===== src/rtl/ops_pkg.sv =====
`timescale 1ns / 1ps

package ops_pkg;

   localparam int NUM_BUTTONS = 12;
   localparam int BTN_W       = 4;
   localparam int TIMER_BITS  = 17;
   localparam int MASK_W      = 12;
   localparam int SECS_W      = 16;
   localparam int CSR_IDX_W   = 3;
   localparam int CSR_DATA_W  = 16;
   localparam int REQ_DATA_W  = 16;
   localparam int RSP_DATA_W  = 24;

   typedef logic [3:0] prog_type;

   localparam prog_type PRG_STOP  = 4'd0;
   localparam prog_type PRG_IDLE  = 4'd1;
   localparam prog_type PRG_WORK  = 4'd2;
   localparam prog_type PRG_AUX3  = 4'd3;
   localparam prog_type PRG_AUX4  = 4'd4;
   localparam prog_type PRG_FLUSH = 4'd5;
   localparam prog_type PRG_FILL  = 4'd6;

   localparam logic [3:0] LAMP_ONE   = 4'd1;
   localparam logic [3:0] LAMP_WORK  = 4'd3;
   localparam logic [3:0] LAMP_FLUSH = 4'd6;

   localparam logic [BTN_W-1:0] BTN_WORK = 4'd2;

   localparam logic [CSR_IDX_W-1:0] CSR_BUTTON_MASK  = 3'd0;
   localparam logic [CSR_IDX_W-1:0] CSR_TANK_ENABLE  = 3'd1;
   localparam logic [CSR_IDX_W-1:0] CSR_WAIT_EMPTY   = 3'd2;
   localparam logic [CSR_IDX_W-1:0] CSR_WAIT_FULL    = 3'd3;
   localparam logic [CSR_IDX_W-1:0] CSR_FLUSH_WAIT   = 3'd4;
   localparam logic [CSR_IDX_W-1:0] CSR_FLUSH_ON     = 3'd5;
   localparam logic [CSR_IDX_W-1:0] CSR_PERMEATE     = 3'd6;

   localparam logic [TIMER_BITS-1:0] TIMER_MAX = {TIMER_BITS{1'b1}};

endpackage


===== src/rtl/osmosis_program_sequencer_unit.sv =====
`timescale 1ns / 1ps

// Reverse-osmosis program sequencer. Each beat on req_ is one poll (qualified
// presses, tank level, one-second tick) and yields exactly one beat on rsp_
// with the program, lit button, lamp code, last event, change pulse and held
// tank state. A poll is taken every cycle while req_tready is high and its
// result is written straight into the output register; the state update
// (button priority encoder, timer compare and program transition) ahead of
// it is combinational. req_tready only drops while a result waits in the
// output register and rsp_tready is low. Configuration writes on the csr_
// port take effect at the next clock edge.
module osmosis_program_sequencer_unit (
   input  logic                           clock,
   input  logic                           reset,
   input  logic                           req_tvalid,
   output logic                           req_tready,
   // buttons_pressed[11:0], tank_full_level[12], second_tick[13], zero pad
   input  logic [ops_pkg::REQ_DATA_W-1:0] req_tdata,
   output logic                           rsp_tvalid,
   input  logic                           rsp_tready,
   // program_res[3:0], lit_button[7:4], light_code[11:8], last_event[15:12],
   // program_changed[16], tank_full[17], zero pad
   output logic [ops_pkg::RSP_DATA_W-1:0] rsp_tdata,
   input  logic                           csr_we,
   input  logic [ops_pkg::CSR_IDX_W-1:0]  csr_index,
   input  logic [ops_pkg::CSR_DATA_W-1:0] csr_wdata
);
   import ops_pkg::*;

   // configuration
   logic [MASK_W-1:0] mask_ff;
   logic              tank_en_ff;
   logic [SECS_W-1:0] wait_empty_ff, wait_full_ff, flush_wait_ff, flush_on_ff;
   logic [SECS_W-1:0] permeate_ff;

   // sequencer state
   prog_type              program_ff, program_in;
   logic [BTN_W-1:0]      lit_ff, lit_in;
   logic [3:0]            event_ff, event_in;
   logic [3:0]            light_ff, light_in;
   logic                  tank_ff, tank_in;
   logic                  tank_prev_ff, tank_prev_in;
   logic                  tank_known_ff, tank_known_in;
   prog_type              prev_prog_ff, prev_prog_in;
   logic [TIMER_BITS-1:0] timer_ff, timer_in;
   logic                  changed_in;

   // output register
   logic                  rsp_tvalid_ff;
   logic [RSP_DATA_W-1:0] rsp_tdata_ff;

   logic                    accept;
   logic [MASK_W-1:0]       pressed;
   logic                    level, tick;
   logic [NUM_BUTTONS-1:0]  cand;
   logic [BTN_W-1:0]        sel;
   logic                    found;

   assign req_tready = !rsp_tvalid_ff || rsp_tready;
   assign accept     = req_tvalid && req_tready;
   assign rsp_tvalid = rsp_tvalid_ff;
   assign rsp_tdata  = rsp_tdata_ff;

   assign pressed = req_tdata[MASK_W-1:0];
   assign level   = req_tdata[MASK_W];
   assign tick    = req_tdata[MASK_W+1];

   // candidate buttons: pressed, enabled, not lit, button 2 masked in flush
   always_comb begin
      for (int i = 0; i < NUM_BUTTONS; i++) begin
         cand[i] = pressed[i] && mask_ff[i] && (lit_ff != BTN_W'(i))
                   && !((program_ff == PRG_FLUSH) && (BTN_W'(i) == BTN_WORK));
      end
   end

   // lowest candidate wins
   always_comb begin
      sel   = '0;
      found = 1'b0;
      for (int i = NUM_BUTTONS - 1; i >= 0; i--) begin
         if (cand[i]) begin
            sel   = BTN_W'(i);
            found = 1'b1;
         end
      end
   end

   always_comb begin
      logic rearm;
      logic track;
      program_in    = program_ff;
      lit_in        = lit_ff;
      event_in      = event_ff;
      light_in      = light_ff;
      tank_prev_in  = tank_prev_ff;
      tank_known_in = tank_known_ff;
      prev_prog_in  = prev_prog_ff;
      changed_in    = 1'b0;
      rearm         = 1'b0;
      track         = 1'b0;

      timer_in = timer_ff;
      if (tick && (timer_ff != TIMER_MAX)) timer_in = timer_ff + 1'b1;

      if (found) begin
         lit_in = sel;
         if (!((sel == BTN_WORK) && tank_ff)) begin
            program_in = sel;
            event_in   = sel;
            light_in   = sel + 1'b1;
            changed_in = 1'b1;
         end
      end

      tank_in = tank_en_ff ? level : tank_ff;

      case (program_in)
         PRG_IDLE, PRG_AUX3, PRG_AUX4, PRG_FLUSH, PRG_FILL: track = 1'b0;
         default: track = 1'b1;
      endcase

      // outside idle, aux, flush and fill, a change of level (or the first sample) restarts the timer
      if (track && (!tank_known_ff || (tank_prev_ff != tank_in))) begin
         tank_prev_in  = tank_in;
         tank_known_in = 1'b1;
         timer_in      = '0;
      end

      case (program_in)
         PRG_IDLE: ;
         PRG_WORK: begin
            if (tank_in && (timer_in > TIMER_BITS'(wait_full_ff))) begin
               program_in = PRG_FILL;
               event_in   = PRG_FILL;
               light_in   = LAMP_ONE;
               timer_in   = '0;
               changed_in = 1'b1;
            end else if (!tank_in && (timer_in > TIMER_BITS'(flush_wait_ff))) begin
               program_in = PRG_FLUSH;
               event_in   = PRG_FLUSH;
               light_in   = LAMP_FLUSH;
               timer_in   = '0;
               changed_in = 1'b1;
            end else begin
               rearm = 1'b1;
            end
         end
         PRG_AUX3, PRG_AUX4: rearm = 1'b1;
         PRG_FLUSH: begin
            if (timer_in > TIMER_BITS'(flush_on_ff)) begin
               if (event_in == PRG_FLUSH) begin
                  program_in = PRG_WORK;
                  event_in   = PRG_WORK;
                  light_in   = LAMP_WORK;
                  timer_in   = '0;
                  changed_in = 1'b1;
               end
            end else begin
               rearm = 1'b1;
            end
         end
         PRG_FILL: begin
            if (timer_in > TIMER_BITS'(permeate_ff)) begin
               program_in = PRG_STOP;
               event_in   = PRG_STOP;
               light_in   = LAMP_ONE;
               timer_in   = '0;
               changed_in = 1'b1;
            end else begin
               rearm = 1'b1;
            end
         end
         default: begin
            if (!tank_in && (timer_in > TIMER_BITS'(wait_empty_ff))) begin
               program_in = PRG_WORK;
               event_in   = PRG_WORK;
               light_in   = LAMP_WORK;
               timer_in   = '0;
               changed_in = 1'b1;
            end else begin
               rearm = 1'b1;
            end
         end
      endcase

      // restart the timer on the first waiting poll in a newly entered program
      if (rearm && (prev_prog_ff != program_in)) begin
         prev_prog_in = program_in;
         timer_in     = '0;
      end
   end

   always_ff @(posedge clock) begin
      if (reset) begin
         mask_ff       <= '1;
         tank_en_ff    <= 1'b1;
         wait_empty_ff <= '0;
         wait_full_ff  <= '0;
         flush_wait_ff <= '0;
         flush_on_ff   <= '0;
         permeate_ff   <= '0;
      end else if (csr_we) begin
         case (csr_index)
            CSR_BUTTON_MASK: mask_ff       <= csr_wdata[MASK_W-1:0];
            CSR_TANK_ENABLE: tank_en_ff    <= csr_wdata[0];
            CSR_WAIT_EMPTY:  wait_empty_ff <= csr_wdata[SECS_W-1:0];
            CSR_WAIT_FULL:   wait_full_ff  <= csr_wdata[SECS_W-1:0];
            CSR_FLUSH_WAIT:  flush_wait_ff <= csr_wdata[SECS_W-1:0];
            CSR_FLUSH_ON:    flush_on_ff   <= csr_wdata[SECS_W-1:0];
            CSR_PERMEATE:    permeate_ff   <= csr_wdata[SECS_W-1:0];
            default: ;
         endcase
      end
   end

   always_ff @(posedge clock) begin
      if (reset) begin
         program_ff    <= PRG_STOP;
         lit_ff        <= '0;
         event_ff      <= PRG_STOP;
         light_ff      <= LAMP_ONE;
         tank_ff       <= 1'b0;
         tank_prev_ff  <= 1'b0;
         tank_known_ff <= 1'b0;
         prev_prog_ff  <= PRG_WORK;
         timer_ff      <= '0;
      end else if (accept) begin
         program_ff    <= program_in;
         lit_ff        <= lit_in;
         event_ff      <= event_in;
         light_ff      <= light_in;
         tank_ff       <= tank_in;
         tank_prev_ff  <= tank_prev_in;
         tank_known_ff <= tank_known_in;
         prev_prog_ff  <= prev_prog_in;
         timer_ff      <= timer_in;
      end
   end

   always_ff @(posedge clock) begin
      if (reset) begin
         rsp_tvalid_ff <= 1'b0;
      end else if (accept) begin
         rsp_tvalid_ff <= 1'b1;
      end else if (rsp_tready) begin
         rsp_tvalid_ff <= 1'b0;
      end
   end

   always_ff @(posedge clock) begin
      if (accept) begin
         rsp_tdata_ff <= {6'b0, tank_in, changed_in, event_in, light_in, lit_in,
                          program_in};
      end
   end

endmodule


===== config.mk =====
export PLATFORM = sky130hd
export DESIGN_NAME = osmosis_program_sequencer_unit
export DESIGN_NICKNAME = d
export VERILOG_FILES = /design/src/rtl/ops_pkg.sv /design/src/rtl/osmosis_program_sequencer_unit.sv
export SDC_FILE = /design/constraint.sdc
export NUM_CORES = 1
export LEC_CHECK = 0
export BUFFER_PORTS_ARGS = -buffer_cell sky130_fd_sc_hd__buf_2
export CAP_MARGIN = 20
export CORE_UTILIZATION = 65
export CTS_BUF_LIST = sky130_fd_sc_hd__clkbuf_4 sky130_fd_sc_hd__clkbuf_8 sky130_fd_sc_hd__clkbuf_16
export DETAILED_ROUTE_END_ITERATION = 10
export PLACE_DENSITY = 0.85
export SLEW_MARGIN = 20
export SYNTH_ARGS = -nofsm -noshare
export SYNTH_HDL_FRONTEND = slang
export SYNTH_SLANG_ARGS = --single-unit
export TNS_END_PERCENT = 1

===== constraint.sdc =====
create_clock -name clock -period 16.4 [get_ports clock]
set_clock_uncertainty 0.05 [all_clocks]
set_input_delay 4.1 -clock clock [delete_from_list [all_inputs] [get_ports clock]]
set_output_delay 4.1 -clock clock [all_outputs]
set_load 0.05 [all_outputs]

; ---- Yosys cells after proc, flatten, opt, wreduce, memory -nomap -nowiden
; Cells that the tools add are included.
[word_totals]
out_inout_bits = 26
elab_cells = 189
ff_bits = 152
inputBits = 40
[op_classes]
reduce_logical = 54
eq_ne = 29
mux = 81
addsub = 2
magnitude_cmp = 5
[op_table]
columns = operator, count
row1 = 17-bit 2-to-1 mux, 9
row2 = 4-bit 2-to-1 mux, 37
row3 = 17-bit by 16-bit greater-than comparator with 1-bit output, 5
row4 = 17-bit case mux with 4 select lines, 1
row5 = 4-bit case mux with 4 select lines, 3
row6 = 1-bit logical AND, 33
row7 = 1-bit 2-to-1 mux, 29
row8 = "4-bit by 3-bit == test with 1-bit output, second input constant", 5
row9 = 2-bit AND reduction, 9
row10 = "17-bit by 1-bit adder with 17-bit output, second input constant", 1
row11 = "17-bit != test, second input constant", 1
row12 = "4-bit by 3-bit != test with 1-bit output, second input constant", 4
row13 = "4-bit != test, second input constant", 4
row14 = "4-bit by 2-bit == test with 1-bit output, second input constant", 3
row15 = "3-bit == test, second input constant", 3
row16 = "4-bit by 2-bit != test with 1-bit output, second input constant", 2
row17 = "3-bit by 2-bit == test with 1-bit output, second input constant", 2
row18 = 1-bit case mux with 5 select lines, 1
row19 = 5-bit OR reduction, 1
row20 = "4-bit by 1-bit adder with 4-bit output, second input constant", 1
row21 = "4-bit by 1-bit == test with 1-bit output, second input constant", 1
row22 = 1-bit zero test, 4
row23 = "4-bit by 1-bit != test with 1-bit output, second input constant", 1
row24 = 4-bit != test, 1
row25 = 9 further kinds, 10

; ---- Longest topological paths before layout
; Gate-level depths: netlist of the first run.
[depth]
ltp_word = 31
ltp_mapped = 33
ltp_nobuf = 27

; ---- Least setup slack after synthesis of the first run
; OpenSTA, ideal clock, no wires.
[synth_timing]
path_kind = in2reg
from = input req_tdata[11] (netlist bit)
to = register timer_ff[10]
t_arrival_ns = 9.686
setup_time_ns = 0.074
stages = 29
t_required_ns = 16.276
n_path_buf = 4
slack_ns = 6.590
cell_sequence = nand2_1 -> a311oi_1 -> o211ai_1 -> a221oi_2 -> inv_1 -> ha_1 -> nand2_1 -> a21oi_2 -> a21oi_4 -> mux2i_4 -> nand2_1 -> o21ai_0 -> and3_1 -> clkbuf_1 -> clkbuf_1 -> nor2_1 -> ha_1 -> a2111oi_0 -> o211ai_1 -> o21ai_0 -> o211ai_1 -> nand4_1 -> o21a_1 -> a31oi_4 -> xor2_1 -> o41a_1 -> buf_6 -> buf_6 -> nor3_2
[synth_via]
elab_chain_cells = 31
elab_cells_between_ends = 76
classes_between = order compare: 5 / eq/ne: 9 / mux: 51 / reduce/logical: 11
[synth_rtl]
columns = element, line_no
row1 = from (decl), osmosis_program_sequencer_unit.sv:18  ; input logic [ops_pkg::REQ_DATA_W-1:0] req_tdata,
row2 = 1-bit logical AND * (2 in a row), osmosis_program_sequencer_unit.sv:71  ; cand[i] = pressed[i] && mask_ff[i] && (lit_ff != BTN_W'(i))
row3 = 4-bit 2-to-1 mux (12 in a row), osmosis_program_sequencer_unit.sv:81  ; if (cand[i]) begin
row4 = 4-bit by 2-bit == test with 1-bit output, osmosis_program_sequencer_unit.sv:107  ; if (!((sel == BTN_WORK) && tank_ff)) begin
row5 = 1-bit logical AND, osmosis_program_sequencer_unit.sv:107
row6 = 4-bit 2-to-1 mux, osmosis_program_sequencer_unit.sv:107
row7 = 4-bit 2-to-1 mux, osmosis_program_sequencer_unit.sv:105  ; if (found) begin
row8 = "4-bit by 3-bit == test with 1-bit output, or another cell as far along", "osmosis_program_sequencer_unit.sv:117, osmosis_program_sequencer_unit.sv:129"
row9 = 5-bit OR reduction, osmosis_program_sequencer_unit.sv:117  ; case (program_in)
row10 = (+4 left out), n/a
row11 = 1-bit logical AND, osmosis_program_sequencer_unit.sv:138  ; end else if (!tank_in && (timer_in > TIMER_BITS'(flush_wait_ff))) begin
row12 = 4-bit 2-to-1 mux, osmosis_program_sequencer_unit.sv:138
row13 = 4-bit 2-to-1 mux, osmosis_program_sequencer_unit.sv:132  ; if (tank_in && (timer_in > TIMER_BITS'(wait_full_ff))) begin
row14 = 4-bit case mux with 4 select lines *, osmosis_program_sequencer_unit.sv:129  ; case (program_in)
row15 = net program_in[1], osmosis_program_sequencer_unit.sv:37  ; prog_type program_ff, program_in;
row16 = 4-bit != test *, osmosis_program_sequencer_unit.sv:187  ; if (rearm && (prev_prog_ff != program_in)) begin
row17 = 1-bit logical AND *, osmosis_program_sequencer_unit.sv:187
row18 = 17-bit 2-to-1 mux *, osmosis_program_sequencer_unit.sv:187
row19 = to (signal assigned), osmosis_program_sequencer_unit.sv:236  ; timer_ff <= timer_in;
row20 = to (decl), osmosis_program_sequencer_unit.sv:45  ; logic [TIMER_BITS-1:0] timer_ff, timer_in;
; The timed path passes the listed nets; every way through them passes the cells marked *.
; A chain may end at the register's enable or synchronous reset.

; ---- Worst setup path in the final report of the first run
[layout_timing]
from = input req_tdata[11] (netlist bit)
to = register timer_ff[3]
[layout_via]
elab_chain_cells = 31
elab_cells_between_ends = 76
classes_between = order compare: 5 / eq/ne: 9 / mux: 51 / reduce/logical: 11
[layout_rtl]
columns = element, line_no
row1 = 1-bit logical AND * (2 in a row), osmosis_program_sequencer_unit.sv:71
row2 = 4-bit 2-to-1 mux (12 in a row), osmosis_program_sequencer_unit.sv:81
row3 = 4-bit by 2-bit == test with 1-bit output, osmosis_program_sequencer_unit.sv:107
row4 = 1-bit logical AND, osmosis_program_sequencer_unit.sv:107
row5 = 4-bit 2-to-1 mux, osmosis_program_sequencer_unit.sv:107
row6 = 4-bit 2-to-1 mux, osmosis_program_sequencer_unit.sv:105
row7 = "4-bit by 3-bit == test with 1-bit output, or another cell as far along", "osmosis_program_sequencer_unit.sv:117, osmosis_program_sequencer_unit.sv:129"
row8 = 5-bit OR reduction, osmosis_program_sequencer_unit.sv:117
row9 = (+3 left out), n/a
row10 = 17-bit by 16-bit greater-than comparator with 1-bit output, osmosis_program_sequencer_unit.sv:138
row11 = 1-bit logical AND, osmosis_program_sequencer_unit.sv:138
row12 = 4-bit 2-to-1 mux, osmosis_program_sequencer_unit.sv:138
row13 = 4-bit 2-to-1 mux, osmosis_program_sequencer_unit.sv:132
row14 = 4-bit case mux with 4 select lines, osmosis_program_sequencer_unit.sv:129
row15 = 4-bit != test, osmosis_program_sequencer_unit.sv:187
row16 = 1-bit logical AND, osmosis_program_sequencer_unit.sv:187
row17 = 17-bit 2-to-1 mux *, osmosis_program_sequencer_unit.sv:187
; Mark *: on every way between the ends. The rest lies on a longest branch, timed or not.

==> reports/summary.txt, run 1 <==
Status - finished, final reports clean
Post-Syn Area - 0.009385 mm2
Total power - 1.017 mW
Crit-path leading delay family - compound AO/OA/AOI/OAI gates
Global-route wire length before repair - 39450 um
Worst path buffer plus inverter count - 2
Via density - 6.241
Vias - 8644
Final Setup Violations - 0
CTS resizes - 0
Reg clk slew, reported paths - 0.06 ns
Drt first-iter violations - 900
1st-pass router iterations - 7
Tmin final - 11.61 ns
DP Area - 0.009708 mm2
Max Freq - 86.10 MHz
Period utilisation layout - 0.7082
Final hold violations - 0
Post-Syn Instances - 1161
Metal2 WL - 11190 um
Worst setup EP type - register
Critical Path Start Type - input port
Crit-path max cell delay - 0.86 ns
Nets - 1318
Final Cell Area - 0.01029 mm2
Seq/Total Area, Yosys - 0.3434
Top Layer Used - met4
ANT nets after route - 0
Clock root cell - clkbuf_16
Number of synthesized flops with an enable pin - 18
Remaining Overflow, GRT - 0
Vias in the first global route - 8077
Die height - 122.2 um
Avg WL per Cell - 17.91 um
WL met1 - 10460 um
Critical path class - input port to register
Final TNS setup - 0 ns
P_int - 697.1 uW
Average size of a mapped cell - 8.084 um2
Clock power share - 0.377
Pins over their slew limit - 0
Leak pwr - 3.972 nW
Cts hold-fix bufs - 0
# diodes - 0
Inst Count DP - 1355
Clock sink total - 152
Min-Delay Path Class - register to register
Seq pwr share - 0.403
Primary FF master, synth - dfxtp_1
I/O pin cnt - 66
Detailed Place HPWL - 17310 um
Hold slack - 0.4039 ns
Largest net degree at the start of global routing - 87
Fin worst setup slack - 4.786 ns
I/O Buffers - 57
Initial core utilization - 0.6709
Slew Limit Headroom - 0.3577
Die Area - 0.01492 mm2
Core area - 0.01399 mm2
Filler cell count - 1061
Max-cap violations - 0
Worst slack at placement - 4.550 ns
Util after Layout - 0.7359
RSZ-0062 raised after global routing - false
Commonest non-fill, non-tap cell in the layout - nand2_1
Rows - 43
CP required - 16.62 ns
GRT Total Usage - 0.3446
Netlist cell types - 92
CTS tree - built
Post-synth ARST share - 0
NetSw - 320.1 uW
Pwr/cell area - 98.81 mW/mm2
VDD IR-drop max - 0.07681 mV
Synthesis Warnings - 0
Clk buf depth - 2
Layout cells sized above 1 - 0.1295
Final WL - 24810 um
Setup Buffers After CTS - 0
Actual slew at the worst max-slew pin - 0.9635 ns
DRC violations left - 0
Commonest non-fill, non-tap cells in the layout - 236 x nand2_1, 134 x dfxtp_1, 124 x a21oi_1
Cell Count, Final, Fillers Out - 1385
Total CTS buffers - 17
Largest driver fanout on the critical path - 18
Comb pwr share - 0.220
Arr. time, crit path - 11.83 ns
Gpl congestion - 0.9325
DR WL met3 - 2179 um
Post-synthesis register bit count - 152
Layout area overhead - 9.678%
Horiz. Die Dim - 122.2 um
Initial antenna violation count - 0
CP most frequent cell - o21ai_0
Net Sw Frac - 0.3147
Htree depth - 4
Latest clock arrival within the worst-skew pair - 0.43 ns
CP max stage cell - o41a_1
registers in the layout (all words and copies together) (netlist names), 4 cells and up:
name,count
event_ff,4
flush_on_ff,16
flush_wait_ff,16
light_ff,4
lit_ff,4
mask_ff,12
permeate_ff,16
prev_prog_ff,4
program_ff,4
rsp_tdata,18
timer_ff,17
wait_empty_ff,16
wait_full_ff,16
worst min-delay path, stage by stage, from the launching register on:
cell and delay [ns]:
dfxtp_1 0.30, nand2_1 0.05, a21oi_1 0.05
cells by family (layout without fill, tap and decap cells):
| family | after synthesis | after routing | share of synthesized area |
|---|---|---|---|
| DFF | 152 | 152 | 0.3434 |
| adders and majority gates | 84 | 84 | 0.1120 |
| muxes | 6 | 6 | 0.007866 |
| AOI/OAI and AO/OA | 273 | 273 | 0.1994 |
| xor gates and xnor gates | 21 | 21 | 0.01960 |
| other | 1 | 6 | 0.0003996 |
| buffers and inverters | 145 | 184 | 0.06506 |
| and+or+nand+nor | 479 | 479 | 0.2522 |
final cells by class:
cell class	instances	area [um2]	area share
clock buffer	24	508.0	0.04935
clock inverter	6	66.31	0.006442
inverter	89	334.1	0.03245
multi-input combinational	869	5589	0.5430
sequential	152	3223	0.3131
tap	180	225.2	0.02188
timing repair buffer	65	347.8	0.03379
cells in the mapped netlist, drive strengths merged (3+ instances only):
cell type | instances | area share
nand2 | 238 | 0.096
dfxtp | 134 | 0.29
a21oi | 128 | 0.071
inv | 89 | 0.036
ha | 84 | 0.11
nor2 | 68 | 0.028
nor3 | 44 | 0.030
clkbuf | 37 | 0.015
o21ai | 29 | 0.017
nor2b | 26 | 0.017
nand3 | 22 | 0.012
buf | 19 | 0.015
edfxtp | 18 | 0.058
nand4 | 18 | 0.013
a211o | 16 | 0.015
a22oi | 16 | 0.013
xor2 | 15 | 0.014
nand2b | 13 | 0.0087
a211oi | 11 | 0.0088
o211ai | 11 | 0.012
o21a | 11 | 0.0088
a21o | 10 | 0.0080
or2 | 6 | 0.0040
xnor2 | 6 | 0.0056
a31oi | 5 | 0.0049
and3 | 5 | 0.0033
mux2i | 5 | 0.0067
nor4 | 5 | 0.0056
o22ai | 5 | 0.0047
and2 | 4 | 0.0029
and4bb | 4 | 0.0053
nand3b | 4 | 0.0032
nor4b | 4 | 0.0051
a221oi | 3 | 0.0035
a32oi | 3 | 0.0036
and4 | 3 | 0.0031
or3 | 3 | 0.0020
per-layer routing:
metal  track usage  vias to the layer above
met3       0.06695                       78
met2        0.5318                      399
met4        0.1768                        0
li1              -                     4103
met5             0                        -
met1        0.4569                     4064
final timing paths:
kind	start	to	slack, ns	depth (start not counted)
max	req_tdata[11]	timer_ff[3]	4.79	26
min	flush_wait_ff[3]	flush_wait_ff[3]	0.40	2
max reg2reg	program_ff[0]	timer_ff[3]	7.57	24
min reg2reg	flush_wait_ff[3]	flush_wait_ff[3]	0.40	2
power groups by stage:
stage	Clock (mW)	Combinational, mW	Sequential (mW)
after global placement	0	0.210	0.417
after CTS	0.384	0.218	0.410
after detailed placement	0	0.215	0.418
after global routing	0.399	0.240	0.412
final	0.384	0.223	0.410
after floorplan	0	0.147	0.435
(Power assumes the default switching activity.)
==> run 2: changes to the inputs <==
- CORE_UTILIZATION: 65 -> 61
- PLACE_DENSITY: 0.85 -> 0.8
- clock period: 16.4 -> 11.58 ns (I/O delays scaled with it)
==> run 2 against run 1 <==
  * Non-clock buffer count rose by 2
  * Global-route usage fell by 4.1 points
  * Register-to-register slack got worse by 4.4 ns
==> reports/summary.txt, run 2 (synthesized netlist as in run 1, its figures left out) <==
Status - finished, final reports clean (unchanged)
Critical Path Start Type - input port (unchanged)
I/O Buffers - 57 (unchanged)
Vias - 8282 (was 8644)
DP Area - 0.009718 mm2 (was 0.009708 mm2)
Actual slew at the worst max-slew pin - 1.049 ns (was 0.9635 ns)
CP max stage cell - a221oi_2 (was o41a_1)
Avg WL per Cell - 16.63 um (was 17.91 um)
Setup Buffers After CTS - 0 (unchanged)
Min-Delay Path Class - register to register (unchanged)
DRC violations left - 0 (unchanged)
Largest driver fanout on the critical path - 18 (unchanged)
Nets - 1320 (was 1318)
Final TNS setup - 0 ns (unchanged)
Largest net degree at the start of global routing - 97 (was 87)
Core area - 0.01475 mm2 (was 0.01399 mm2)
Hold path start - permeate_ff[9] (was flush_wait_ff[3])
Die Area - 0.01589 mm2 (was 0.01492 mm2)
Min-Delay Path Depth - 2 (unchanged)
Die height - 126.0 um (was 122.2 um)
Cts hold-fix bufs - 0 (unchanged)
Initial core utilization - 0.6361 (was 0.6709)
Htree depth - 4 (unchanged)
Leak pwr - 3.980 nW (was 3.972 nW)
# diodes - 0 (unchanged)
Hold EP - permeate_ff[9] (was flush_wait_ff[3])
Commonest non-fill, non-tap cells in the layout - 236 x nand2_1, 134 x dfxtp_1, 124 x a21oi_1 (unchanged)
Final WL - 23170 um (was 24810 um)
Drt first-iter violations - 623 (was 900)
1st-pass router iterations - 7 (unchanged)
Clock power share - 0.381 (was 0.377)
Period utilisation layout - 0.8590
Final hold violations - 0 (unchanged)
Max Freq - 100.5 MHz
R2r startpoint - lit_ff[1] (was program_ff[0])
Via density - 5.945 (was 6.241)
Max-cap violations - 0 (unchanged)
Final Setup Violations - 0 (unchanged)
Initial antenna violation count - 0 (unchanged)
Net Sw Frac - 0.3153 (was 0.3147)
Reg-to-reg slack, setup - 3.22 ns (was 7.57 ns)
Comb pwr share - 0.217 (was 0.220)
Vias in the first global route - 7822 (was 8077)
Cell Count, Final, Fillers Out - 1393 (was 1385)
CTS resizes - 0 (unchanged)
Reg clk slew, reported paths - 0.06 ns (about the same)
Remaining Overflow, GRT - 0 (unchanged)
Gpl congestion - 0.8955 (was 0.9325)
RSZ-0062 raised after global routing - false (unchanged)
Total CTS buffers - 17 (unchanged)
Seq pwr share - 0.403 (about the same)
Arr. time, crit path - 10.15 ns (was 11.83 ns)
Detailed Place HPWL - 16920 um (was 17310 um)
Global-route wire length before repair - 38210 um (was 39450 um)
Tmin final - 9.947 ns
Worst R2R Path Depth - 25 (was 24)
Crit-path max cell delay - 0.61 ns (was 0.86 ns)
I/O pin cnt - 66 (unchanged)
Final Cell Area - 0.01030 mm2 (was 0.01029 mm2)
Clock root cell - clkbuf_16 (unchanged)
Inst Count DP - 1360 (was 1355)
P_int - 985.6 uW (was 697.1 uW)
Clock sink total - 152 (unchanged)
VDD IR-drop max - 0.1054 mV (was 0.07681 mV)
CTS tree - built (unchanged)
Clk buf depth - 2 (unchanged)
Worst setup EP type - register (unchanged)
Critical R2R Capture - timer_ff[6] (was timer_ff[3])
GRT Total Usage - 0.3033 (was 0.3446)
Rows - 44 (was 43)
Pwr/cell area - 139.7 mW/mm2 (was 98.81 mW/mm2)
Commonest non-fill, non-tap cell in the layout - nand2_1 (unchanged)
Max reg flops - 18 (unchanged)
Filler cell count - 1237 (was 1061)
Horiz. Die Dim - 126.0 um (was 122.2 um)
NetSw - 454.0 uW (was 320.1 uW)
ANT nets after route - 0 (unchanged)
Pins over their slew limit - 0 (unchanged)
Layout area overhead - 9.772% (was 9.678%)
Hold slack - 0.4036 ns (was 0.4039 ns)
Critical path class - input port to register (unchanged)
Slew Limit Headroom - 0.3009 (was 0.3577)
Layout cells sized above 1 - 0.1290 (was 0.1295)
Latest clock arrival within the worst-skew pair - 0.43 ns (about the same)
CP required - 11.78 ns (was 16.62 ns)
## run 2: changes by cell type in the layout (fill, tap and decap cells not counted), moves of 2 or more
cell	delta
nor2_2	-2
nor2_1	+2
buf_4	+2
clkinv_1	+2
clkbuf_8	-2
## run 2: worst max-delay path, delay by kind of cell
family	cells	cell delay [ns]
AO/OA/AOI/OAI	12	3.49
adder cells (fa/ha/maj)	2	0.64
buffers and inverters	3	0.54
multiplexers	1	0.40
AND/OR/NAND/NOR	8	2.12
## run 2: how the worst max path moves through the flow
stage,startpoint,endpoint,slack [ns],cells after the start
after floorplan,req_tdata[11],timer_ff[10],2.98,29
after global placement,req_tdata[11],timer_ff[0],1.41,27
after detailed placement,req_tdata[3],timer_ff[6],1.31,27
after CTS,req_tdata[3],timer_ff[6],1.73,27
after global routing,req_tdata[3],timer_ff[1],1.07,27
final,req_tdata[3],timer_ff[6],1.63,26
## run 2: stage by stage
| step | power, mW | setup WS (ns) | utilization |
|---|---|---|---|
| after detailed placement | 0.8959 | 1.306 | 0.6587 |
| final | 1.440 | 1.633 | 0.6983 |
| after floorplan | 0.8255 | 2.975 | - |
| after global placement | 0.8913 | 1.407 | 0.6587 |
| after CTS | 1.439 | 1.734 | 0.6976 |
| after global routing | 1.497 | 1.067 | 0.6983 |
## run 2: routing by layer
metal / part of all wire / vias to the layer above / GRT usage
li1: - / 4114 / -
met1: 0.46 / 3836 / 0.4063
met2: 0.46 / 308 / 0.4959
met3: 0.066 / 24 / 0.05480
met4: 0.015 / 0 / 0.09497
met5: 0 / - / 0
## run 2: layout make-up
| type | instances | area, um2 | area share |
|---|---|---|---|
| Sequential cell | 152 | 3223 | 0.3128 |
| Clock inverter | 12 | 126.4 | 0.01227 |
| Tap cell | 184 | 230.2 | 0.02235 |
| Inverter | 89 | 334.1 | 0.03243 |
| Clock buffer | 20 | 447.9 | 0.04348 |
| Timing Repair Buffer | 67 | 362.8 | 0.03522 |
| Multi-Input combinational cell | 869 | 5578 | 0.5414 |
## run 2: power groups by stage
| stage | Sequential, mW | Combinational (mW) | Clock [mW] |
|---|---|---|---|
| final | 0.580 | 0.312 | 0.548 |
| after global routing | 0.583 | 0.338 | 0.576 |
| after CTS | 0.580 | 0.308 | 0.552 |
| after detailed placement | 0.591 | 0.305 | 0 |
| after global placement | 0.590 | 0.301 | 0 |
| after floorplan | 0.617 | 0.209 | 0 |
